### config.mk
export PLATFORM = sky130hd
export DESIGN_NAME = line_rasterizer_core
export DESIGN_NICKNAME = d
export VERILOG_FILES = /design/src/sv/lr_pkg.sv /design/src/sv/lr_in_stage.sv /design/src/sv/lr_engine.sv /design/src/sv/line_rasterizer_core.sv
export SDC_FILE = /design/constraint.sdc
export NUM_CORES = 1
export LEC_CHECK = 0
export ABC_AREA = 1
export BUFFER_PORTS_ARGS = -buffer_cell sky130_fd_sc_hd__buf_2
export CAP_MARGIN = 30
export CELL_PAD_IN_SITES_DETAIL_PLACEMENT = 0
export CELL_PAD_IN_SITES_GLOBAL_PLACEMENT = 1
export CORE_MARGIN = 1
export CORE_UTILIZATION = 45
export DETAILED_ROUTE_END_ITERATION = 12
export GPL_TIMING_DRIVEN = 0
export MAX_ROUTING_LAYER = met4
export PLACE_DENSITY_LB_ADDON = 0.12
export SYNTH_ARGS = -nofsm -noshare
export SYNTH_HDL_FRONTEND = slang
export SYNTH_HIERARCHICAL = 1
export SYNTH_SLANG_ARGS = --single-unit
### constraint.sdc
create_clock -name clock -period 7.85 [get_ports clock]
set_input_delay 1.57 -clock clock [delete_from_list [all_inputs] [get_ports clock]]
set_output_delay 1.57 -clock clock [all_outputs]
set_load 0.05 [all_outputs]
### src/sv/lr_pkg.sv
// Shared types and constants for the line rasterizer core.
// Coordinate widths, stream bus widths, function codes and the item struct.
// No dependencies.
`timescale 1ns / 1ps
`default_nettype none

package lr_pkg;

   localparam int COORD_BITS    = 12;
   localparam int TWICE_BITS    = COORD_BITS + 1;
   localparam int DEC_BITS      = COORD_BITS + 3;
   localparam int REQ_DATA_BITS = ((4 * COORD_BITS + 7) / 8) * 8;
   localparam int RSP_DATA_BITS = ((2 * COORD_BITS + 7) / 8) * 8;

   localparam logic FUNC_START = 1'b0;
   localparam logic FUNC_STEP  = 1'b1;

   typedef logic [COORD_BITS-1:0] coord_type;

   typedef struct packed {
      logic      func;
      coord_type x_start;
      coord_type y_start;
      coord_type x_end;
      coord_type y_end;
   } lr_item_type;

endpackage

`default_nettype wire

### src/sv/lr_in_stage.sv
// Input register of the line rasterizer core.
// Holds one request item until the engine takes it; uses lr_pkg.
`timescale 1ns / 1ps
`default_nettype none

module lr_in_stage (
   input  wire logic                             clock,
   input  wire logic                             reset,
   input  wire logic                             req_tvalid,
   output logic                                  req_tready,
   // fields from bit 0: x_start, y_start, x_end, y_end
   input  wire logic [lr_pkg::REQ_DATA_BITS-1:0] req_tdata,
   // fields from bit 0: func
   input  wire logic                             req_tuser,
   input  wire logic                             take,
   output logic                                  item_valid,
   output lr_pkg::lr_item_type                   item
);
   import lr_pkg::*;

   logic        valid_ff, valid_in;
   lr_item_type item_ff, item_in;
   logic        accept;

   assign req_tready = !valid_ff || take;
   assign accept     = req_tvalid && req_tready;

   always_comb begin
      valid_in        = valid_ff;
      item_in         = item_ff;
      if (take) begin
         valid_in = 1'b0;
      end
      if (accept) begin
         valid_in        = 1'b1;
         item_in.func    = req_tuser;
         item_in.x_start = req_tdata[COORD_BITS-1:0];
         item_in.y_start = req_tdata[2*COORD_BITS-1:COORD_BITS];
         item_in.x_end   = req_tdata[3*COORD_BITS-1:2*COORD_BITS];
         item_in.y_end   = req_tdata[4*COORD_BITS-1:3*COORD_BITS];
      end
   end

   always_ff @(posedge clock) begin
      if (reset) begin
         valid_ff <= 1'b0;
      end else begin
         valid_ff <= valid_in;
      end
      item_ff <= item_in;
   end

   assign item_valid = valid_ff;
   assign item       = item_ff;

endmodule

`default_nettype wire

### src/sv/lr_engine.sv
// Line setup and step engine with the result register.
// Keeps the line state, serves start and step items; uses lr_pkg.
`timescale 1ns / 1ps
`default_nettype none

module lr_engine (
   input  wire logic                  clock,
   input  wire logic                  reset,
   input  wire logic                  item_valid,
   input  wire lr_pkg::lr_item_type   item,
   output logic                       take,
   output logic                       out_valid,
   input  wire logic                  out_ready,
   output lr_pkg::coord_type          pixel_x,
   output lr_pkg::coord_type          pixel_y,
   output logic                       valid_res,
   output logic                       last
);
   import lr_pkg::*;

   // line state
   coord_type                  cur_x_ff, cur_x_in;
   coord_type                  cur_y_ff, cur_y_in;
   logic [DEC_BITS-1:0]        decision_ff, decision_in;
   logic [TWICE_BITS-1:0]      minor_twice_ff, minor_twice_in;
   logic [TWICE_BITS-1:0]      major_twice_ff, major_twice_in;
   coord_type                  steps_left_ff, steps_left_in;
   logic                       minor_dir_neg_ff, minor_dir_neg_in;
   logic                       steep_ff, steep_in;
   logic                       active_ff, active_in;

   // result register
   logic                       out_valid_ff, out_valid_in;
   coord_type                  px_ff, px_in;
   coord_type                  py_ff, py_in;
   logic                       vres_ff, vres_in;
   logic                       last_ff, last_in;

   // setup terms
   logic signed [COORD_BITS:0] dx, dy, ndx, ndy, minor_d, nminor;
   coord_type                  adx, ady, amin, major;
   coord_type                  sx, sy, ox, oy;
   logic                       steep_s, swap;

   // step terms
   logic [DEC_BITS-1:0]        dec_add, dec_sub;
   coord_type                  minor_cur, minor_nxt, major_nxt;

   assign take = item_valid && (!out_valid_ff || out_ready);

   always_comb begin
      dx      = $signed({1'b0, item.x_end}) - $signed({1'b0, item.x_start});
      dy      = $signed({1'b0, item.y_end}) - $signed({1'b0, item.y_start});
      ndx     = -dx;
      ndy     = -dy;
      adx     = dx[COORD_BITS] ? ndx[COORD_BITS-1:0] : dx[COORD_BITS-1:0];
      ady     = dy[COORD_BITS] ? ndy[COORD_BITS-1:0] : dy[COORD_BITS-1:0];
      steep_s = ady > adx;
      swap    = steep_s ? !(item.y_start < item.y_end) : !(item.x_start < item.x_end);
      sx      = swap ? item.x_end : item.x_start;
      sy      = swap ? item.y_end : item.y_start;
      ox      = swap ? item.x_start : item.x_end;
      oy      = swap ? item.y_start : item.y_end;
      minor_d = steep_s ? ($signed({1'b0, ox}) - $signed({1'b0, sx}))
                        : ($signed({1'b0, oy}) - $signed({1'b0, sy}));
      nminor  = -minor_d;
      amin    = minor_d[COORD_BITS] ? nminor[COORD_BITS-1:0] : minor_d[COORD_BITS-1:0];
      major   = steep_s ? ady : adx;
   end

   always_comb begin
      dec_add   = decision_ff + {2'b00, minor_twice_ff};
      dec_sub   = dec_add - {2'b00, major_twice_ff};
      minor_cur = steep_ff ? cur_x_ff : cur_y_ff;
      minor_nxt = minor_dir_neg_ff ? (minor_cur - 1'b1) : (minor_cur + 1'b1);
      major_nxt = (steep_ff ? cur_y_ff : cur_x_ff) + 1'b1;
   end

   always_comb begin
      cur_x_in         = cur_x_ff;
      cur_y_in         = cur_y_ff;
      decision_in      = decision_ff;
      minor_twice_in   = minor_twice_ff;
      major_twice_in   = major_twice_ff;
      steps_left_in    = steps_left_ff;
      minor_dir_neg_in = minor_dir_neg_ff;
      steep_in         = steep_ff;
      active_in        = active_ff;
      out_valid_in     = out_valid_ff;
      px_in            = px_ff;
      py_in            = py_ff;
      vres_in          = vres_ff;
      last_in          = last_ff;
      if (out_valid_ff && out_ready) begin
         out_valid_in = 1'b0;
      end
      if (take) begin
         out_valid_in = 1'b1;
         if (item.func == FUNC_START) begin
            cur_x_in         = sx;
            cur_y_in         = sy;
            steep_in         = steep_s;
            minor_dir_neg_in = minor_d[COORD_BITS];
            minor_twice_in   = {amin, 1'b0};
            major_twice_in   = {major, 1'b0};
            decision_in      = {2'b00, amin, 1'b0} - {3'b000, major};
            steps_left_in    = major;
            active_in        = (major != '0);
            px_in            = sx;
            py_in            = sy;
            vres_in          = 1'b1;
            last_in          = (major == '0);
         end else if (!active_ff) begin
            px_in   = '0;
            py_in   = '0;
            vres_in = 1'b0;
            last_in = 1'b0;
         end else begin
            if (decision_ff[DEC_BITS-1]) begin
               decision_in = dec_add;
            end else begin
               decision_in = dec_sub;
               if (steep_ff) begin
                  cur_x_in = minor_nxt;
               end else begin
                  cur_y_in = minor_nxt;
               end
            end
            if (steep_ff) begin
               cur_y_in = major_nxt;
            end else begin
               cur_x_in = major_nxt;
            end
            steps_left_in = steps_left_ff - 1'b1;
            active_in     = (steps_left_ff != {{(COORD_BITS-1){1'b0}}, 1'b1});
            px_in         = cur_x_in;
            py_in         = cur_y_in;
            vres_in       = 1'b1;
            last_in       = !active_in;
         end
      end
   end

   always_ff @(posedge clock) begin
      if (reset) begin
         cur_x_ff         <= '0;
         cur_y_ff         <= '0;
         decision_ff      <= '0;
         minor_twice_ff   <= '0;
         major_twice_ff   <= '0;
         steps_left_ff    <= '0;
         minor_dir_neg_ff <= 1'b0;
         steep_ff         <= 1'b0;
         active_ff        <= 1'b0;
         out_valid_ff     <= 1'b0;
      end else begin
         cur_x_ff         <= cur_x_in;
         cur_y_ff         <= cur_y_in;
         decision_ff      <= decision_in;
         minor_twice_ff   <= minor_twice_in;
         major_twice_ff   <= major_twice_in;
         steps_left_ff    <= steps_left_in;
         minor_dir_neg_ff <= minor_dir_neg_in;
         steep_ff         <= steep_in;
         active_ff        <= active_in;
         out_valid_ff     <= out_valid_in;
      end
      px_ff   <= px_in;
      py_ff   <= py_in;
      vres_ff <= vres_in;
      last_ff <= last_in;
   end

   assign out_valid = out_valid_ff;
   assign pixel_x   = px_ff;
   assign pixel_y   = py_ff;
   assign valid_res = vres_ff;
   assign last      = last_ff;

   a_active_has_steps : assert property (@(posedge clock) disable iff (reset)
      active_ff |-> (steps_left_ff != '0))
      else $error("line active with no steps left");

   a_last_is_pixel : assert property (@(posedge clock) disable iff (reset)
      (out_valid_ff && last_ff) |-> vres_ff)
      else $error("last flag on an invalid result");

   a_take_fills_out : assert property (@(posedge clock) disable iff (reset)
      take |=> out_valid_ff)
      else $error("taken item left no result");

   a_last_ends_line : assert property (@(posedge clock) disable iff (reset)
      (take && item.func == FUNC_STEP && active_ff
       && steps_left_ff == {{(COORD_BITS-1){1'b0}}, 1'b1}) |=> (!active_ff && last_ff))
      else $error("final step did not end the line");

endmodule

`default_nettype wire

### src/sv/line_rasterizer_core.sv
// Line rasterizer core: Bresenham line walk over all octants on stream buses.
// An accepted request item passes the input register, then the result register.
// Throughput: one item per cycle while rsp_tready is high; setup and each step are one
// pass of add/compare logic between the input register and the result register.
// Reset: synchronous, active high; clears the line state, no line active.
// Depends on lr_pkg, lr_in_stage and lr_engine.
`timescale 1ns / 1ps
`default_nettype none

module line_rasterizer_core (
   input  wire logic                             clock,
   input  wire logic                             reset,
   input  wire logic                             req_tvalid,
   output logic                                  req_tready,
   // fields from bit 0: x_start, y_start, x_end, y_end
   input  wire logic [lr_pkg::REQ_DATA_BITS-1:0] req_tdata,
   // fields from bit 0: func
   input  wire logic                             req_tuser,
   output logic                                  rsp_tvalid,
   input  wire logic                             rsp_tready,
   // fields from bit 0: pixel_x, pixel_y
   output logic [lr_pkg::RSP_DATA_BITS-1:0]      rsp_tdata,
   // fields from bit 0: valid_res
   output logic                                  rsp_tuser,
   output logic                                  rsp_tlast
);
   import lr_pkg::*;

   logic        item_valid, take;
   lr_item_type item;
   coord_type   pixel_x, pixel_y;

   lr_in_stage u_in_stage (
      .clock      (clock),
      .reset      (reset),
      .req_tvalid (req_tvalid),
      .req_tready (req_tready),
      .req_tdata  (req_tdata),
      .req_tuser  (req_tuser),
      .take       (take),
      .item_valid (item_valid),
      .item       (item)
   );

   lr_engine u_engine (
      .clock      (clock),
      .reset      (reset),
      .item_valid (item_valid),
      .item       (item),
      .take       (take),
      .out_valid  (rsp_tvalid),
      .out_ready  (rsp_tready),
      .pixel_x    (pixel_x),
      .pixel_y    (pixel_y),
      .valid_res  (rsp_tuser),
      .last       (rsp_tlast)
   );

   assign rsp_tdata = RSP_DATA_BITS'({pixel_y, pixel_x});

endmodule

`default_nettype wire
==> impl_results.md <==
- Total power: about 0.007 W
- VDD IR max: between 0.2 and 0.25 mV
- Vias in the first global route: 12020
- Dpl hpwl: ~35 mm
- Final ANT Viol Nets: 0
- Peak Freq: approximately 0.13 GHz
- Post-synthesis sequential area ratio: slightly below 30%
- Nets: 2229
- Final non-filler cell total: 2483
- Synth Area in XOR/XNOR: between 5 and 6%
- Crit. End Element: flip-flop
- Final Skew: about 13 ps
- Post-synthesis compound-gate area fraction: between 15 and 20%
- Cell area after layout: 0.01535 mm^2
- Worst Max-Slew Pin Slew: 968.8 ps
- Row Count: 62
- Gr ovfl total: 0
- GRT Overall Usage: between 20% and 30%
- CTS buffer count: 17
- Flip-flop and latch count after synthesis: around 150
- DRC: 0
- Cell family with most CP delay: simple AND/OR/NAND/NOR gates
- Final Util: around 53%
- Post-synthesis cell count: between 1500 and 2000
- Post-Synth Simple-Gate Area: 26.41%
- Io pins: 81
- # clock sinks: 154
- Skew-Pair Late Insertion Delay: 440 ps
- CP required: between 8000 and 9000 ps
- Chip height: approximately 170 um
- Max FFs per register: 49
- Placed Area: ~0.014 mm^2
- Critical path buffer and inverter count: 8
- WL final: roughly 44 mm
- P&R area growth vs syn: 16.03%
- Initial antenna violation count: 7
- Setup Crit Path Kind: flip-flop to flip-flop
- Hold Fails Final Rpt: 0
- Mapped Nets: between 2000 and 2500
- CP most frequent cell: nand2_1
- Max-slew headroom: a little over a third
- Clock Path Buffers: 2
- Placed insts: around 2400
- Syn. warnings: 6
- Vias: around 13000
- Wire per inst: approximately 18 um
- Max Cap Violations: 0
- Top FF cell, synth: dfxtp_1
- Setup Viol. Count Final: 0
- Placer congestion estimate: roughly 0.96
- DRT Pass-1 Iters: 5
- Crit path max-delay cell type: fa_2
- CTS clock-pin slew for the worst setup and hold paths: 70 ps
- Die W: ~170 um
- Root Driver: clkbuf_16
- Proportion of synthesized area in mux cells: less than 1%
- Leakage: between 7 and 8 nW
- Core area: around 0.029 mm^2
- IO Port Bufs: 80
- Power Density: between 400 and 500 mW/mm^2
- Syn Std Cell Area: around 0.013 mm^2
- Htree depth: 4
- Initial core utilization: between 40% and 50%
- Post-route clock period utilization: a little over nine tenths
- Yosys cell types: 55
- Final Critical Period: around 7500 ps
- Vias/cell: between 5 and 6
- Status: complete, no violations
- Post-synthesis adder-cell area fraction: 9.419%
- Worst path arrival time: roughly 8000 ps
- Crit path launch type: flip-flop
- Post-synth EDFFs: between 70 and 80
- Synth async-reset ratio: 0%
- Worst min path class: flip-flop to flip-flop
- CP max stage delay: about 600 ps
- Main combinational cell family by area after synthesis: simple AND/OR/NAND/NOR gates
- Avg Inst Size Synth: approximately 6.8 um^2
- Largest net degree at the start of global routing: 26
- First-pass GRT wire length: ~66 mm
- Die footprint: about 0.03 mm^2
- CP Max Fanout: 10
- CTS tree: done
- Pins Over Slew Limit: 0
- Drt initial violations: 1192
- Layout cells sized above 1: roughly 14%
-- cell usage in the layout, fill, tap and decap left out, types with 12 or more instances in the layout --
cell type and n:
clkbuf_1 47, or2_2 26, edfxtp_1 75, buf_2 90, nand4_1 25, xor2_1 66, buf_4 23, dfxtp_1 79
nand2_1 447, o211ai_1 19, inv_1 309, nand2_2 22, nor2_1 112, clkbuf_16 20, o21ai_1 12, inv_2 14
o21ai_0 179, ha_1 83, nand3_1 102, nand3_2 13, a21oi_1 148
-- worst register-to-register path, delay by kind of cell (launching register included) --
kind,cells,cell delay [ps]
xor gates and xnor gates,2,460
buffers and inverters,8,950
DFF,1,490
and+or+nand+nor,23,2590
AOI/OAI and AO/OA,8,1390
adders and majority gates,5,1500
-- where the power goes --
part | total [W] | switching [W] | internal, W | leakage (nW)
registers | 0.000998 | 0.0000549 | 0.000943 | 1.37
clock network | 0.000847 | 0.000390 | 0.000457 | 0.286
logic | 0.00531 | 0.00346 | 0.00185 | 5.93
-- layer usage --
layer / global-route usage [%] / share of wire (%) / up-vias
met5: - / 0 / -
met4: 13.02 / 3.8 / 0
met3: 5.833 / 5.8 / 72
met2: 46.10 / 45 / 414
met1: 37.42 / 45 / 6108
li1: - / - / 6632
-- area by class of cell --
| cell class | count | area [um^2] |
|---|---|---|
| clock inverters | 12 | 115.1 |
| flip-flops and latches | 154 | 3834 |
| well taps | 384 | 480.5 |
| fillers | 2904 | 13430 |
| clock buffers | 20 | 479.2 |
| repair buffers | 106 | 665.6 |
| inverters | 325 | 1222 |
| diodes | 6 | 15.01 |
| plain buffers | 72 | 340.3 |
| multi-input cells | 1404 | 8199 |
-- final timing paths --
| path | start | endpoint | slack, ps | depth (start not counted) |
|---|---|---|---|---|
| hold reg to reg | u_engine/steps_left_ff[7] | u_engine/steps_left_ff[7] | 480 | 2 |
| setup / recovery | u_in_stage/item[12] | u_engine/decision_ff[13] | 330 | 46 |
| setup reg to reg | u_in_stage/item[12] | u_engine/decision_ff[13] | 330 | 46 |
| hold / removal | u_engine/steps_left_ff[7] | u_engine/steps_left_ff[7] | 480 | 2 |
-- Yosys cell counts, types with 2 or more instances --
library cell  instances  area share, %
o21ai_1              16           0.61
nor2_4                3           0.26
nor3_2                2           0.15
a21o_1                7           0.40
clkbuf_1             46            1.3
nand2_2              25            1.2
buf_2                10           0.38
a21boi_0              2           0.11
o31ai_1               8           0.45
fa_1                  6           0.91
nor2_1              115            3.3
xnor2_1              10           0.66
dfxtp_1              79             12
nor2_2                3           0.14
xor2_1               74            4.9
nand3b_1              2           0.11
or2_2                26            1.2
buf_4                 2           0.11
o21ai_0             185            7.0
a31oi_1              11           0.52
a21oi_1             155            5.9
a221oi_1              4           0.26
nand3_2              11           0.83
nor3_1               12           0.45
nand4_1              25            1.2
a21oi_2               5           0.33
o21a_1                2           0.11
nand2_1             450             13
nand3_1             104            3.9
inv_2                12           0.34
edfxtp_1             75             17
nand2_4               4           0.34
o211ai_1             19            1.1
o21ai_2               3           0.20
o21bai_1             11           0.62
buf_6                 3           0.26
buf_1                10           0.28
nand4_2               2           0.19
ha_1                 90            8.5
inv_1               311            8.8
-- through the flow --
stage / setup TNS [ps] / hold slack, ps / setup WS [ps]
after global placement: -4336 / 463.5 / -683.6
after floorplan: 0 / 449.7 / 1151
after detailed placement: -4640 / 471.1 / -737.5
after CTS: 0 / 480.4 / 37.31
after global routing: -178.7 / 511.6 / -72.49
final: 0 / 478.3 / 330.8
-- cells by family after synthesis --
group	count (synthesis)
buf+inv	397
fa+ha+maj	96
simple gates	790
mux	1
flops	154
compound gates	433
xor+xnor	84
-- what timing repair did --
item	CTS	global route
pin swaps	2	19
cloned	0	1
hold buffers	0	0
resized for setup	20	53
endpoints found under the setup margin	10	10
setup buffers	3	20
No activity file was read; power rests on OpenSTA's default activity.
